$ cat src/teq_pkg.sv
`timescale 1ns / 1ps
// ----------------------------------------------------------------------------
// teq_pkg: shared types and constants of the timed event queue
// Request codes, status codes, the command passed from front to back and the
// result record passed from back to the output stage.
// ----------------------------------------------------------------------------
package teq_pkg;

	// Field widths of the request and result ports
	localparam int FUNC_W   = 2;
	localparam int IO_TIME_W = 32;
	localparam int KIND_W   = 8;
	localparam int TAG_W    = 16;
	localparam int STATUS_W = 2;
	localparam int OCC_W    = 5;

	// Defaults of the top-level parameters
	localparam int DEF_CAPACITY  = 16;
	localparam int DEF_TIME_BITS = 32;

	// Request codes on the func port
	localparam logic [FUNC_W-1:0] FN_INSERT = 2'd0;
	localparam logic [FUNC_W-1:0] FN_POP    = 2'd1;
	localparam logic [FUNC_W-1:0] FN_PURGE  = 2'd2;

	// Kind removed by a purge
	localparam logic [KIND_W-1:0] PURGE_KIND = 8'd1;

	// Status codes
	localparam logic [STATUS_W-1:0] ST_OK    = 2'd0;
	localparam logic [STATUS_W-1:0] ST_EMPTY = 2'd1;
	localparam logic [STATUS_W-1:0] ST_FULL  = 2'd2;

	// Classified operation
	typedef enum logic [1:0] {
		OP_INSERT,
		OP_POP,
		OP_PURGE,
		OP_NONE
	} op_t;

	// Back-end sequencer states
	typedef enum logic {
		BK_IDLE,
		BK_EXEC
	} back_state_t;

	// Command from front to back
	typedef struct packed {
		op_t                  op;
		logic [IO_TIME_W-1:0] event_time;
		logic [KIND_W-1:0]    event_kind;
		logic [TAG_W-1:0]     event_tag;
	} cmd_t;

	// Result record
	typedef struct packed {
		logic                 out_valid;
		logic [IO_TIME_W-1:0] out_time;
		logic [KIND_W-1:0]    out_kind;
		logic [TAG_W-1:0]     out_tag;
		logic [STATUS_W-1:0]  status;
		logic [OCC_W-1:0]     occupancy;
	} result_t;

endpackage

$ cat src/timed_event_queue.sv
`timescale 1ns / 1ps
// ----------------------------------------------------------------------------
// timed_event_queue: time-ordered event queue
// Usage:
//   Requests enter through push/full: func selects insert, pop earliest or
//   purge of all kind-1 events; event_time, event_kind and event_tag carry
//   the entry to insert. A request is taken when push is high and full low.
//   Every request gives exactly one result, offered while empty is low and
//   taken when pop is high; results leave in request order.
//   A request passes the command queue, the compare register and the result
//   register. The slot array ends one request before it takes the next: the
//   idle state registers the compares, the exec state shifts and waits for
//   the result register; a purge closes one gap per cycle until no kind-1 is left.
//   A two-entry command queue sits in front of the slot array and a result
//   register behind it; when the receiver stalls, the result register
//   holds, the slot array waits, then the command queue fills and full
//   rises. Nothing is lost.
//   Reset empties the queue, the command queue and the result register;
//   slot contents are not cleared and are never read before written.
// ----------------------------------------------------------------------------
module timed_event_queue #(
	parameter int CAPACITY  = teq_pkg::DEF_CAPACITY,
	parameter int TIME_BITS = teq_pkg::DEF_TIME_BITS
) (
	input  logic                          clk,
	input  logic                          arst_n,
	input  logic                          push,
	output logic                          full,
	input  logic [teq_pkg::FUNC_W-1:0]    func,
	input  logic [teq_pkg::IO_TIME_W-1:0] event_time,
	input  logic [teq_pkg::KIND_W-1:0]    event_kind,
	input  logic [teq_pkg::TAG_W-1:0]     event_tag,
	output logic                          empty,
	input  logic                          pop,
	output logic                          out_valid,
	output logic [teq_pkg::IO_TIME_W-1:0] out_time,
	output logic [teq_pkg::KIND_W-1:0]    out_kind,
	output logic [teq_pkg::TAG_W-1:0]     out_tag,
	output logic [teq_pkg::STATUS_W-1:0]  status,
	output logic [teq_pkg::OCC_W-1:0]     occupancy
);
	import teq_pkg::*;

	logic    cmd_valid;
	cmd_t    cmd;
	logic    cmd_take;
	logic    res_valid;
	result_t res;
	logic    res_ready;

	// Intake and classification
	teq_front u_front (
		.clk        (clk),
		.arst_n     (arst_n),
		.push       (push),
		.full       (full),
		.func       (func),
		.event_time (event_time),
		.event_kind (event_kind),
		.event_tag  (event_tag),
		.cmd_valid  (cmd_valid),
		.cmd        (cmd),
		.cmd_take   (cmd_take)
	);

	// Sorted slot array
	teq_back #(
		.CAPACITY  (CAPACITY),
		.TIME_BITS (TIME_BITS)
	) u_back (
		.clk       (clk),
		.arst_n    (arst_n),
		.cmd_valid (cmd_valid),
		.cmd       (cmd),
		.cmd_take  (cmd_take),
		.res_valid (res_valid),
		.res       (res),
		.res_ready (res_ready)
	);

	// Result register
	teq_out u_out (
		.clk       (clk),
		.arst_n    (arst_n),
		.res_valid (res_valid),
		.res       (res),
		.res_ready (res_ready),
		.empty     (empty),
		.pop       (pop),
		.out_valid (out_valid),
		.out_time  (out_time),
		.out_kind  (out_kind),
		.out_tag   (out_tag),
		.status    (status),
		.occupancy (occupancy)
	);

endmodule

$ cat src/teq_front.sv
`timescale 1ns / 1ps
// ----------------------------------------------------------------------------
// teq_front: request intake
// Accepts requests, classifies the function code and holds them in a
// two-entry command queue in front of the back end.
// ----------------------------------------------------------------------------
module teq_front (
	input  logic                       clk,
	input  logic                       arst_n,
	input  logic                       push,
	output logic                       full,
	input  logic [teq_pkg::FUNC_W-1:0] func,
	input  logic [teq_pkg::IO_TIME_W-1:0] event_time,
	input  logic [teq_pkg::KIND_W-1:0] event_kind,
	input  logic [teq_pkg::TAG_W-1:0]  event_tag,
	output logic                       cmd_valid,
	output teq_pkg::cmd_t              cmd,
	input  logic                       cmd_take
);
	import teq_pkg::*;

	cmd_t       slot_q [2];
	logic       wr_ptr_q;
	logic       rd_ptr_q;
	logic [1:0] fill_q;
	cmd_t       in_cmd;
	logic       do_wr;
	logic       do_rd;

	// Classify the function code
	always_comb begin
		in_cmd.event_time = event_time;
		in_cmd.event_kind = event_kind;
		in_cmd.event_tag  = event_tag;
		unique case (func)
			FN_INSERT: in_cmd.op = OP_INSERT;
			FN_POP:    in_cmd.op = OP_POP;
			FN_PURGE:  in_cmd.op = OP_PURGE;
			default:   in_cmd.op = OP_NONE;
		endcase
	end

	assign full      = (fill_q == 2'd2);
	assign cmd_valid = (fill_q != 2'd0);
	assign cmd       = slot_q[rd_ptr_q];
	assign do_wr     = push && !full;
	assign do_rd     = cmd_take && cmd_valid;

	// Store the accepted request
	always_ff @(posedge clk) begin
		if (do_wr) begin
			slot_q[wr_ptr_q] <= in_cmd;
		end
	end

	// Advance pointers and fill level
	always_ff @(posedge clk or negedge arst_n) begin
		if (!arst_n) begin
			wr_ptr_q <= 1'b0;
			rd_ptr_q <= 1'b0;
			fill_q   <= 2'd0;
		end else begin
			if (do_wr) begin
				wr_ptr_q <= !wr_ptr_q;
			end
			if (do_rd) begin
				rd_ptr_q <= !rd_ptr_q;
			end
			if (do_wr && !do_rd) begin
				fill_q <= fill_q + 2'd1;
			end else if (do_rd && !do_wr) begin
				fill_q <= fill_q - 2'd1;
			end
		end
	end

endmodule

$ cat src/teq_back.sv
`timescale 1ns / 1ps
// ----------------------------------------------------------------------------
// teq_back: sorted slot array and its sequencer
// A row of slots kept in time order, head in slot 0. Each slot compares its
// time with the incoming one; the masks are registered, then the slots shift
// in one step. A purge removes the first kind-1 entry per cycle.
// ----------------------------------------------------------------------------
module teq_back #(
	parameter int CAPACITY  = teq_pkg::DEF_CAPACITY,
	parameter int TIME_BITS = teq_pkg::DEF_TIME_BITS
) (
	input  logic             clk,
	input  logic             arst_n,
	input  logic             cmd_valid,
	input  teq_pkg::cmd_t    cmd,
	output logic             cmd_take,
	output logic             res_valid,
	output teq_pkg::result_t res,
	input  logic             res_ready
);
	import teq_pkg::*;

	localparam int CNT_W = $clog2(CAPACITY + 1);

	// Slot storage
	logic [TIME_BITS-1:0] slot_time_q [CAPACITY];
	logic [KIND_W-1:0]    slot_kind_q [CAPACITY];
	logic [TAG_W-1:0]     slot_tag_q  [CAPACITY];
	logic [CNT_W-1:0]     count_q;

	// Neighbour views
	logic [TIME_BITS-1:0] prev_time [CAPACITY];
	logic [KIND_W-1:0]    prev_kind [CAPACITY];
	logic [TAG_W-1:0]     prev_tag  [CAPACITY];
	logic [TIME_BITS-1:0] next_time [CAPACITY];
	logic [KIND_W-1:0]    next_kind [CAPACITY];
	logic [TAG_W-1:0]     next_tag  [CAPACITY];

	// Compare stage
	back_state_t          state_q;
	back_state_t          state_d;
	op_t                  op_s1;
	logic [TIME_BITS-1:0] time_s1;
	logic [KIND_W-1:0]    kind_s1;
	logic [TAG_W-1:0]     tag_s1;
	logic [CAPACITY-1:0]  ge_s1;
	logic [CAPACITY-1:0]  valid_s1;
	logic                 le_all_s1;

	logic [63:0]          cmd_time64;
	logic [TIME_BITS-1:0] new_time;
	logic [63:0]          head_time64;
	logic [CAPACITY-1:0]  valid_vec;
	logic [CAPACITY-1:0]  ge_vec;
	logic [CAPACITY-1:0]  le_vec;
	logic [CAPACITY-1:0]  hit_vec;
	logic [CAPACITY-1:0]  purge_mask;
	logic [CAPACITY-1:0]  ins_mask;
	logic [CAPACITY-1:0]  ins_prev;
	logic                 is_full;
	logic                 is_empty;
	logic                 do_insert;
	logic                 do_pop;
	logic                 purge_step;
	logic                 load_s1;

	assign cmd_time64  = 64'(cmd.event_time);
	assign new_time    = cmd_time64[TIME_BITS-1:0];
	assign head_time64 = 64'(slot_time_q[0]);
	assign is_full     = (count_q == CNT_W'(CAPACITY));
	assign is_empty    = (count_q == '0);

	// Per-slot compares and neighbour wiring
	for (genvar i = 0; i < CAPACITY; i++) begin : g_cmp
		assign valid_vec[i] = (CNT_W'(i) < count_q);
		assign ge_vec[i]    = !valid_vec[i] || (slot_time_q[i] >= new_time);
		assign le_vec[i]    = !valid_vec[i] || (slot_time_q[i] <= new_time);
		assign hit_vec[i]   = valid_vec[i] && (slot_kind_q[i] == PURGE_KIND);
		if (i == 0) begin : g_first
			assign purge_mask[i] = hit_vec[i];
			assign prev_time[i]  = slot_time_q[i];
			assign prev_kind[i]  = slot_kind_q[i];
			assign prev_tag[i]   = slot_tag_q[i];
		end else begin : g_rest
			assign purge_mask[i] = purge_mask[i-1] | hit_vec[i];
			assign prev_time[i]  = slot_time_q[i-1];
			assign prev_kind[i]  = slot_kind_q[i-1];
			assign prev_tag[i]   = slot_tag_q[i-1];
		end
		if (i == CAPACITY - 1) begin : g_last
			assign next_time[i] = slot_time_q[i];
			assign next_kind[i] = slot_kind_q[i];
			assign next_tag[i]  = slot_tag_q[i];
		end else begin : g_inner
			assign next_time[i] = slot_time_q[i+1];
			assign next_kind[i] = slot_kind_q[i+1];
			assign next_tag[i]  = slot_tag_q[i+1];
		end
	end

	// Insert position: front on head tie, back when at or above tail
	assign ins_mask = (ge_s1[0] || !le_all_s1) ? ge_s1 : ~valid_s1;
	assign ins_prev = {ins_mask[CAPACITY-2:0], 1'b0};

	// Sequencer: next state and outputs
	always_comb begin
		state_d    = state_q;
		cmd_take   = 1'b0;
		load_s1    = 1'b0;
		res_valid  = 1'b0;
		do_insert  = 1'b0;
		do_pop     = 1'b0;
		purge_step = 1'b0;
		res        = '0;
		res.status    = ST_OK;
		res.occupancy = OCC_W'(count_q);
		unique case (state_q)
			BK_IDLE: begin
				cmd_take = cmd_valid;
				load_s1  = cmd_valid;
				if (cmd_valid) begin
					state_d = BK_EXEC;
				end
			end
			BK_EXEC: begin
				unique case (op_s1)
					OP_INSERT: begin
						res_valid = 1'b1;
						if (is_full) begin
							res.status = ST_FULL;
						end else begin
							res.occupancy = OCC_W'(count_q + CNT_W'(1));
						end
						do_insert = res_ready && !is_full;
					end
					OP_POP: begin
						res_valid = 1'b1;
						if (is_empty) begin
							res.status = ST_EMPTY;
						end else begin
							res.out_valid = 1'b1;
							res.out_time  = head_time64[IO_TIME_W-1:0];
							res.out_kind  = slot_kind_q[0];
							res.out_tag   = slot_tag_q[0];
							res.occupancy = OCC_W'(count_q - CNT_W'(1));
						end
						do_pop = res_ready && !is_empty;
					end
					OP_PURGE: begin
						purge_step = |hit_vec;
						res_valid  = !(|hit_vec);
					end
					default: begin
						res_valid = 1'b1;
					end
				endcase
				if (res_valid && res_ready) begin
					state_d = BK_IDLE;
				end
			end
			default: begin
				state_d = BK_IDLE;
			end
		endcase
	end

	always_ff @(posedge clk or negedge arst_n) begin
		if (!arst_n) begin
			state_q <= BK_IDLE;
		end else begin
			state_q <= state_d;
		end
	end

	// Register the command and its compare masks
	always_ff @(posedge clk) begin
		if (load_s1) begin
			op_s1     <= cmd.op;
			time_s1   <= new_time;
			kind_s1   <= cmd.event_kind;
			tag_s1    <= cmd.event_tag;
			ge_s1     <= ge_vec;
			valid_s1  <= valid_vec;
			le_all_s1 <= &le_vec;
		end
	end

	// Shift the slots: open a gap on insert, close one on pop or purge
	for (genvar i = 0; i < CAPACITY; i++) begin : g_slot
		always_ff @(posedge clk) begin
			if (do_insert && ins_mask[i]) begin
				if (!ins_prev[i]) begin
					slot_time_q[i] <= time_s1;
					slot_kind_q[i] <= kind_s1;
					slot_tag_q[i]  <= tag_s1;
				end else begin
					slot_time_q[i] <= prev_time[i];
					slot_kind_q[i] <= prev_kind[i];
					slot_tag_q[i]  <= prev_tag[i];
				end
			end else if (do_pop || (purge_step && purge_mask[i])) begin
				slot_time_q[i] <= next_time[i];
				slot_kind_q[i] <= next_kind[i];
				slot_tag_q[i]  <= next_tag[i];
			end
		end
	end

	// Track the entry count
	always_ff @(posedge clk or negedge arst_n) begin
		if (!arst_n) begin
			count_q <= '0;
		end else if (do_insert) begin
			count_q <= count_q + CNT_W'(1);
		end else if (do_pop || purge_step) begin
			count_q <= count_q - CNT_W'(1);
		end
	end

endmodule

$ cat src/teq_out.sv
`timescale 1ns / 1ps
// ----------------------------------------------------------------------------
// teq_out: result register
// Holds one finished result until it is popped, so the back end can move on
// to the next request while the receiver stalls.
// ----------------------------------------------------------------------------
module teq_out (
	input  logic                          clk,
	input  logic                          arst_n,
	input  logic                          res_valid,
	input  teq_pkg::result_t              res,
	output logic                          res_ready,
	output logic                          empty,
	input  logic                          pop,
	output logic                          out_valid,
	output logic [teq_pkg::IO_TIME_W-1:0] out_time,
	output logic [teq_pkg::KIND_W-1:0]    out_kind,
	output logic [teq_pkg::TAG_W-1:0]     out_tag,
	output logic [teq_pkg::STATUS_W-1:0]  status,
	output logic [teq_pkg::OCC_W-1:0]     occupancy
);
	import teq_pkg::*;

	logic    held_q;
	result_t data_q;

	assign empty     = !held_q;
	assign res_ready = !held_q || pop;

	// Hold the waiting result
	always_ff @(posedge clk or negedge arst_n) begin
		if (!arst_n) begin
			held_q <= 1'b0;
		end else if (res_ready) begin
			held_q <= res_valid;
		end
	end

	always_ff @(posedge clk) begin
		if (res_ready && res_valid) begin
			data_q <= res;
		end
	end

	assign out_valid = data_q.out_valid;
	assign out_time  = data_q.out_time;
	assign out_kind  = data_q.out_kind;
	assign out_tag   = data_q.out_tag;
	assign status    = data_q.status;
	assign occupancy = data_q.occupancy;

endmodule

$ cat config.mk
export PLATFORM = sky130hd
export DESIGN_NAME = timed_event_queue
export DESIGN_NICKNAME = d
export VERILOG_FILES = /design/src/teq_pkg.sv /design/src/timed_event_queue.sv /design/src/teq_front.sv /design/src/teq_back.sv /design/src/teq_out.sv
export SDC_FILE = /design/constraint.sdc
export NUM_CORES = 2
export LEC_CHECK = 0
export ABC_AREA = 1
export BUFFER_PORTS_ARGS = -buffer_cell sky130_fd_sc_hd__clkbuf_2
export CAP_MARGIN = 20
export CORE_ASPECT_RATIO = 0.6
export CORE_MARGIN = 2
export CORE_UTILIZATION = 35
export CTS_CLUSTER_DIAMETER = 120
export DETAILED_ROUTE_END_ITERATION = 8
export MAX_ROUTING_LAYER = met4
export SYNTH_ARGS = -nofsm -noshare
export SYNTH_HDL_FRONTEND = slang
export SYNTH_HIERARCHICAL = 1
export SYNTH_SLANG_ARGS = --single-unit
$ cat constraint.sdc
create_clock -name clk -period 7.85 [get_ports clk]
set_clock_uncertainty 0.05 [all_clocks]
set_input_delay 1.1775 -clock clk [delete_from_list [all_inputs] [get_ports clk]]
set_output_delay 1.1775 -clock clk [all_outputs]
set_load 0.02 [all_outputs]
# Word level (Yosys, flattened, before mapping)
# Memories as Yosys holds them, arrays and structs flattened.
# Index checks and enable logic that the tools add are counted.
# totals
regBits,166
ramBits,1012
in_bits,62
mem_count,4
# classes
addsub,4
order_cmp,48
n_eq_ne,22
n_mux,261
bitwise,111
reduce_logical,143
# mem_list
name,words,width,read_ports,rd_ports_with_merged_regs,write_ports,line_no,text
u_back.slot_time_q,16,32,16,0,16,teq_back.sv:26,logic [TIME_BITS-1:0] slot_time_q [CAPACITY];
u_back.slot_tag_q,16,16,16,0,16,teq_back.sv:28,logic [TAG_W-1:0] slot_tag_q [CAPACITY];
u_back.slot_kind_q,16,8,16,0,16,teq_back.sv:27,logic [KIND_W-1:0] slot_kind_q [CAPACITY];
u_front.slot_q,2,58,1,0,1,teq_front.sv:22,cmd_t slot_q [2];
# op_table
cell,count
$mux W32,31
$ge A32 B32 Y1,16
$le A32 B32 Y1,16
$mux W16,32
$mux W8,31
$mux W1,155
$eq A8 B1 Y1 const B,16
$or A1 B1 Y1,108
$mux W57,1
$logic_and A1 B1 Y1,56
$logic_or A1 B1 Y1,51
$lt A4 B5 Y1 const A,8
$logic_not A1 Y1,26
$mux W5,5
$lt A3 B5 Y1 const A,4
$not A16 Y16,1
$reduce_and A16 Y1,1
$reduce_or A16 Y1,1
$pmux W7 S2,1
$lt A1 B5 Y1 const A,2
$lt A2 B5 Y1 const A,2
$eq A2 B2 Y1 const B,3
$mux W2,3
$pmux W2 S3,1
other kinds (13),18

# Longest topological paths before layout
# An unclocked memory read counts as a cell.
# logic_depth
word_depth,24
ltp_mapped,22
ltp_nobuf,20

# By module
# The synthesis kept the hierarchy.
# modules_own_cells
module,instances,cells_each,area_per_inst_um2,seq_area_each_um2
teq_back,1,6556,63069.2,29788.6
teq_front,1,337,4458.0,3583.4
teq_out,1,71,1975.6,1946.9

# Least setup slack after synthesis
# Ideal clock, no wire load.
# synth_timing
kind,input port to flip-flop
start,input pop
end,"memory u_back.slot_kind_q[15][0], in the netlist u_back/slot_kind_q[1][56], data pin"
setup_ps,260
arrival_time_ps,5866
slack_ps,1675
stages,8
n_path_buf,2
cell_sequence,inv_1 -> nand2_2 -> nand3_4 -> buf_4 -> a21oi_1 -> nand2_1 -> buf_2 -> mux2_2
# synth_rtl
element,line_no,text
start: declaration,timed_event_queue.sv:34,"input logic pop,"
end: declaration,teq_back.sv:27,

==> flow_summary_export.csv <==
group,metric,value,unit
outcome,outcome,"completed",
logic_synthesis,yosys.area_share.adder,9.31,%
clock_network,cts_hold_buf,0,
logic_synthesis,ys_async_sr_fraction,0.934,%
logic_synthesis,synth_area_leaders,"edfxtp_1 50%, nand2_1 11%, ha_1 9.3%",
logic_synthesis,synth_cells,6964,
worst_setup_path,worstSetupPathType,"register to register",
global_routing,grt_max_degree,114,
worst_setup_path,crit_path_end_kind,"register",
placement,hpwl,165000,um
logic_synthesis,synth_ff_type,"edfxtp_1",
clock_network,cts.sinks,1178,
route,final_antenna_net_count,0,
clock_network,clkLatencyLatePin,0.73,ns
global_routing,grt-ovfl-total,0,
clock_network,cts_made_buffers,110,
global_routing,antenna_found_initial,5,
logic_synthesis,synth_nets,7543,
route,via_count,53800,
finish,postLayoutCoreUtil,38.6,%
logic_synthesis,synth-seq-cells,1178,
timing,finalCritPeriodShare,66.6,%
worst_setup_path,start_kind,"register",
flow_run,maxCapViolCount,0,
logic_synthesis,synth_simple_gate_area_share,16.3,%
route,post-route-drc-count,0,
logic_synthesis,synth.distinct_cells,47,
pwr,power_density,463,nW/um^2
logic_synthesis,synth_compound_area_share,9.30,%
route,drt_first_pass_iters,6,
clock_network,cts.repair.resized,0,
timing,maxSlewViolCount,0,
finish,final_nets,7485,
die,coreArea,197000,sq um
finish,drive_gt1_share,10.3,%
timing,holdWs,0.431,ns
logic_synthesis,synth_mux_area_share,9.23,%
placement,portBuffers,127,
clock_network,cts_tree,"done",
clock_network,clockBufferDepth,3,
timing,fin_ws,2.62,ns
die,die_w,579,um
die,dieHeight,349,um
timing,tns,0,ns
clock_network,path_clk_slew,0.07,ns
logic_synthesis,synthesis.area,69500,sq um
route,drt-initial-drc-count,8346,
global_routing,grt_pass1_vias,47500,
logic_synthesis,avgSynthCellArea,9.98,sq um
worst_setup_path,cp_max_fo,71,
die,rows,126,
worst_setup_path,cp.required,8.14,ns
timing,clock.fmax,0.191,GHz
global_routing,track_usage,21.7,%
logic_synthesis,yosysSeqAreaShare,50.8,%
logic_synthesis,yosysTopAreaCellShare,50.4,%
clock_network,postCtsSetupBuffers,0,
die,io_pins,128,
die,die_area,202000,sq um
timing,tightestPinTransition,1.29,ns
route,wl_per_cell,22.8,um
pwr,leakagePower,32.8,nW
timing,hold_viol,0,
hold_path,hold_class,"input port to async pin",
logic_synthesis,synth-xor-area-share,0.0882,%
logic_synthesis,synth_enable_flop_cells,1167,
clock_network,htreeDepth,3,
logic_synthesis,synth_top_family_by_area,"simple AND/OR/NAND/NOR gates",
logic_synthesis,yosys_warnings,6,
worst_setup_path,arrival,5.52,ns
global_routing,grt_pass1_wl,321000,um
timing,min_period,5.23,ns
pwr,ir_drop,254,uV
timing,relSlewSlack,13.9,%
placement,detailedPlace.worstSlack,2.85,ns
logic_synthesis,yosys.area.top_type,"edfxtp_1",
logic_synthesis,synth.most_common_cell,"nand2_1",
finish,syn_to_final_growth,9.36,%
die,start_util,35.3,%
timing,rsz0062_at_grt,"no",
timing,setup_viol,0,
route,routed_wl,220000,um
route,vias_per_cell,5.59,
placement,globalplace.congestion,0.949,
logic_synthesis,synthTopCellsByCount,"1996 x nand2_1, 1167 x edfxtp_1, 526 x mux2i_1",
clock_network,cts-root-buf,"clkbuf_16",
registers in the layout, indices dropped and copies added (netlist names), 32 cells and up:
signal,flops
u_back/slot_time_q,512
u_back/slot_tag_q,256
u_back/slot_kind_q,128
u_front/slot_q,116
u_back/time_s1,32
u_out/out_time,32
cell usage in the layout (no fill, tap or decap), drive strengths merged, types with 28 or more instances in the layout:
cell type | netlist | final
mux2 | 102 | 102
nor3 | 28 | 28
nand3 | 190 | 190
o21ai | 741 | 741
edfxtp | 1167 | 1167
clkinv | 0 | 51
nand4 | 160 | 160
mux2i | 526 | 526
nor2 | 335 | 335
inv | 313 | 314
clkbuf | 187 | 253
buf | 212 | 101
a21oi | 337 | 337
nand2 | 2020 | 2020
ha | 517 | 517
worst max-delay path, cell delays in order, from the launching register on:
cell	delay [ns]
dfrtp_1	0.60
inv_1	0.23
nand2_4	0.17
inv_2	0.11
nand2_1	0.17
nand2_1	0.13
nor2_1	0.32
nand2_4	0.66
nand2_2	0.34
buf_4	0.56
inv_2	0.57
nand2_2	0.16
buf_4	0.60
metal layers:
metal  global-route usage (%)  share of wire, %  vias to the layer above
li1                         -                 -                    24500
met1                     39.1                52                    25600
met2                     21.4                30                     3500
met3                     5.84                16                      187
met4                     2.76               1.1                        0
met5                        -                 0                        -
cell families after synthesis:
kind of cell / count (synthesis)
AO/OA/AOI/OAI: 1153
XOR/XNOR: 7
adder cells (fa/ha/maj): 517
buffers and inverters: 712
flip-flops: 1178
multiplexers: 628
AND/OR/NAND/NOR: 2769
stage by stage:
step	std cells	total power [mW]	cell area, sq um
after CTS	9603	34.4	75600
after global routing	9622	37.3	76000
after detailed placement	9403	28.8	72000
after global placement	9396	28.1	71900
final	9622	35.2	76000
after floorplan	6964	23.3	69500
area by class of cell:
cell class | count | area, sq um
sequential | 1178 | 35300
tap | 2624 | 3280
inverter | 313 | 1180
antenna | 4 | 10.0
clock inverter | 74 | 729
timing repair buffer | 229 | 1720
clock buffer | 126 | 2830
fill | 19300 | 121000
multi-input combinational | 5074 | 30900
path summary, 6_finish.rpt:
path / from / endpoint / slack [ns] / cells after the start
max: u_back/count_q[2]$_DFFE_PN0P_ / u_back/slot_time_q[0][10]$_DFFE_PP_ / 2.62 / 12
min: arst_n / u_back/state_q$_DFF_PN0_ / 0.43 / 1
max reg2reg: u_back/count_q[2]$_DFFE_PN0P_ / u_back/slot_time_q[0][10]$_DFFE_PP_ / 2.62 / 12
min reg2reg: u_front/wr_ptr_q$_DFFE_PN0P_ / u_front/wr_ptr_q$_DFFE_PN0P_ / 0.44 / 2
max in group asynchronous: arst_n / u_front/rd_ptr_q$_DFFE_PN0P_ / 6.84 / 1
min in group clk: u_front/wr_ptr_q$_DFFE_PN0P_ / u_front/wr_ptr_q$_DFFE_PN0P_ / 0.44 / 2
where the power goes:
part | total, mW | internal [mW] | switching (mW) | leakage (nW)
registers | 14.4 | 11.0 | 3.36 | 10.9
logic | 15.3 | 5.46 | 9.79 | 20.2
clock network | 5.56 | 3.04 | 2.52 | 1.74
No activity file was read; power rests on OpenSTA's default activity.
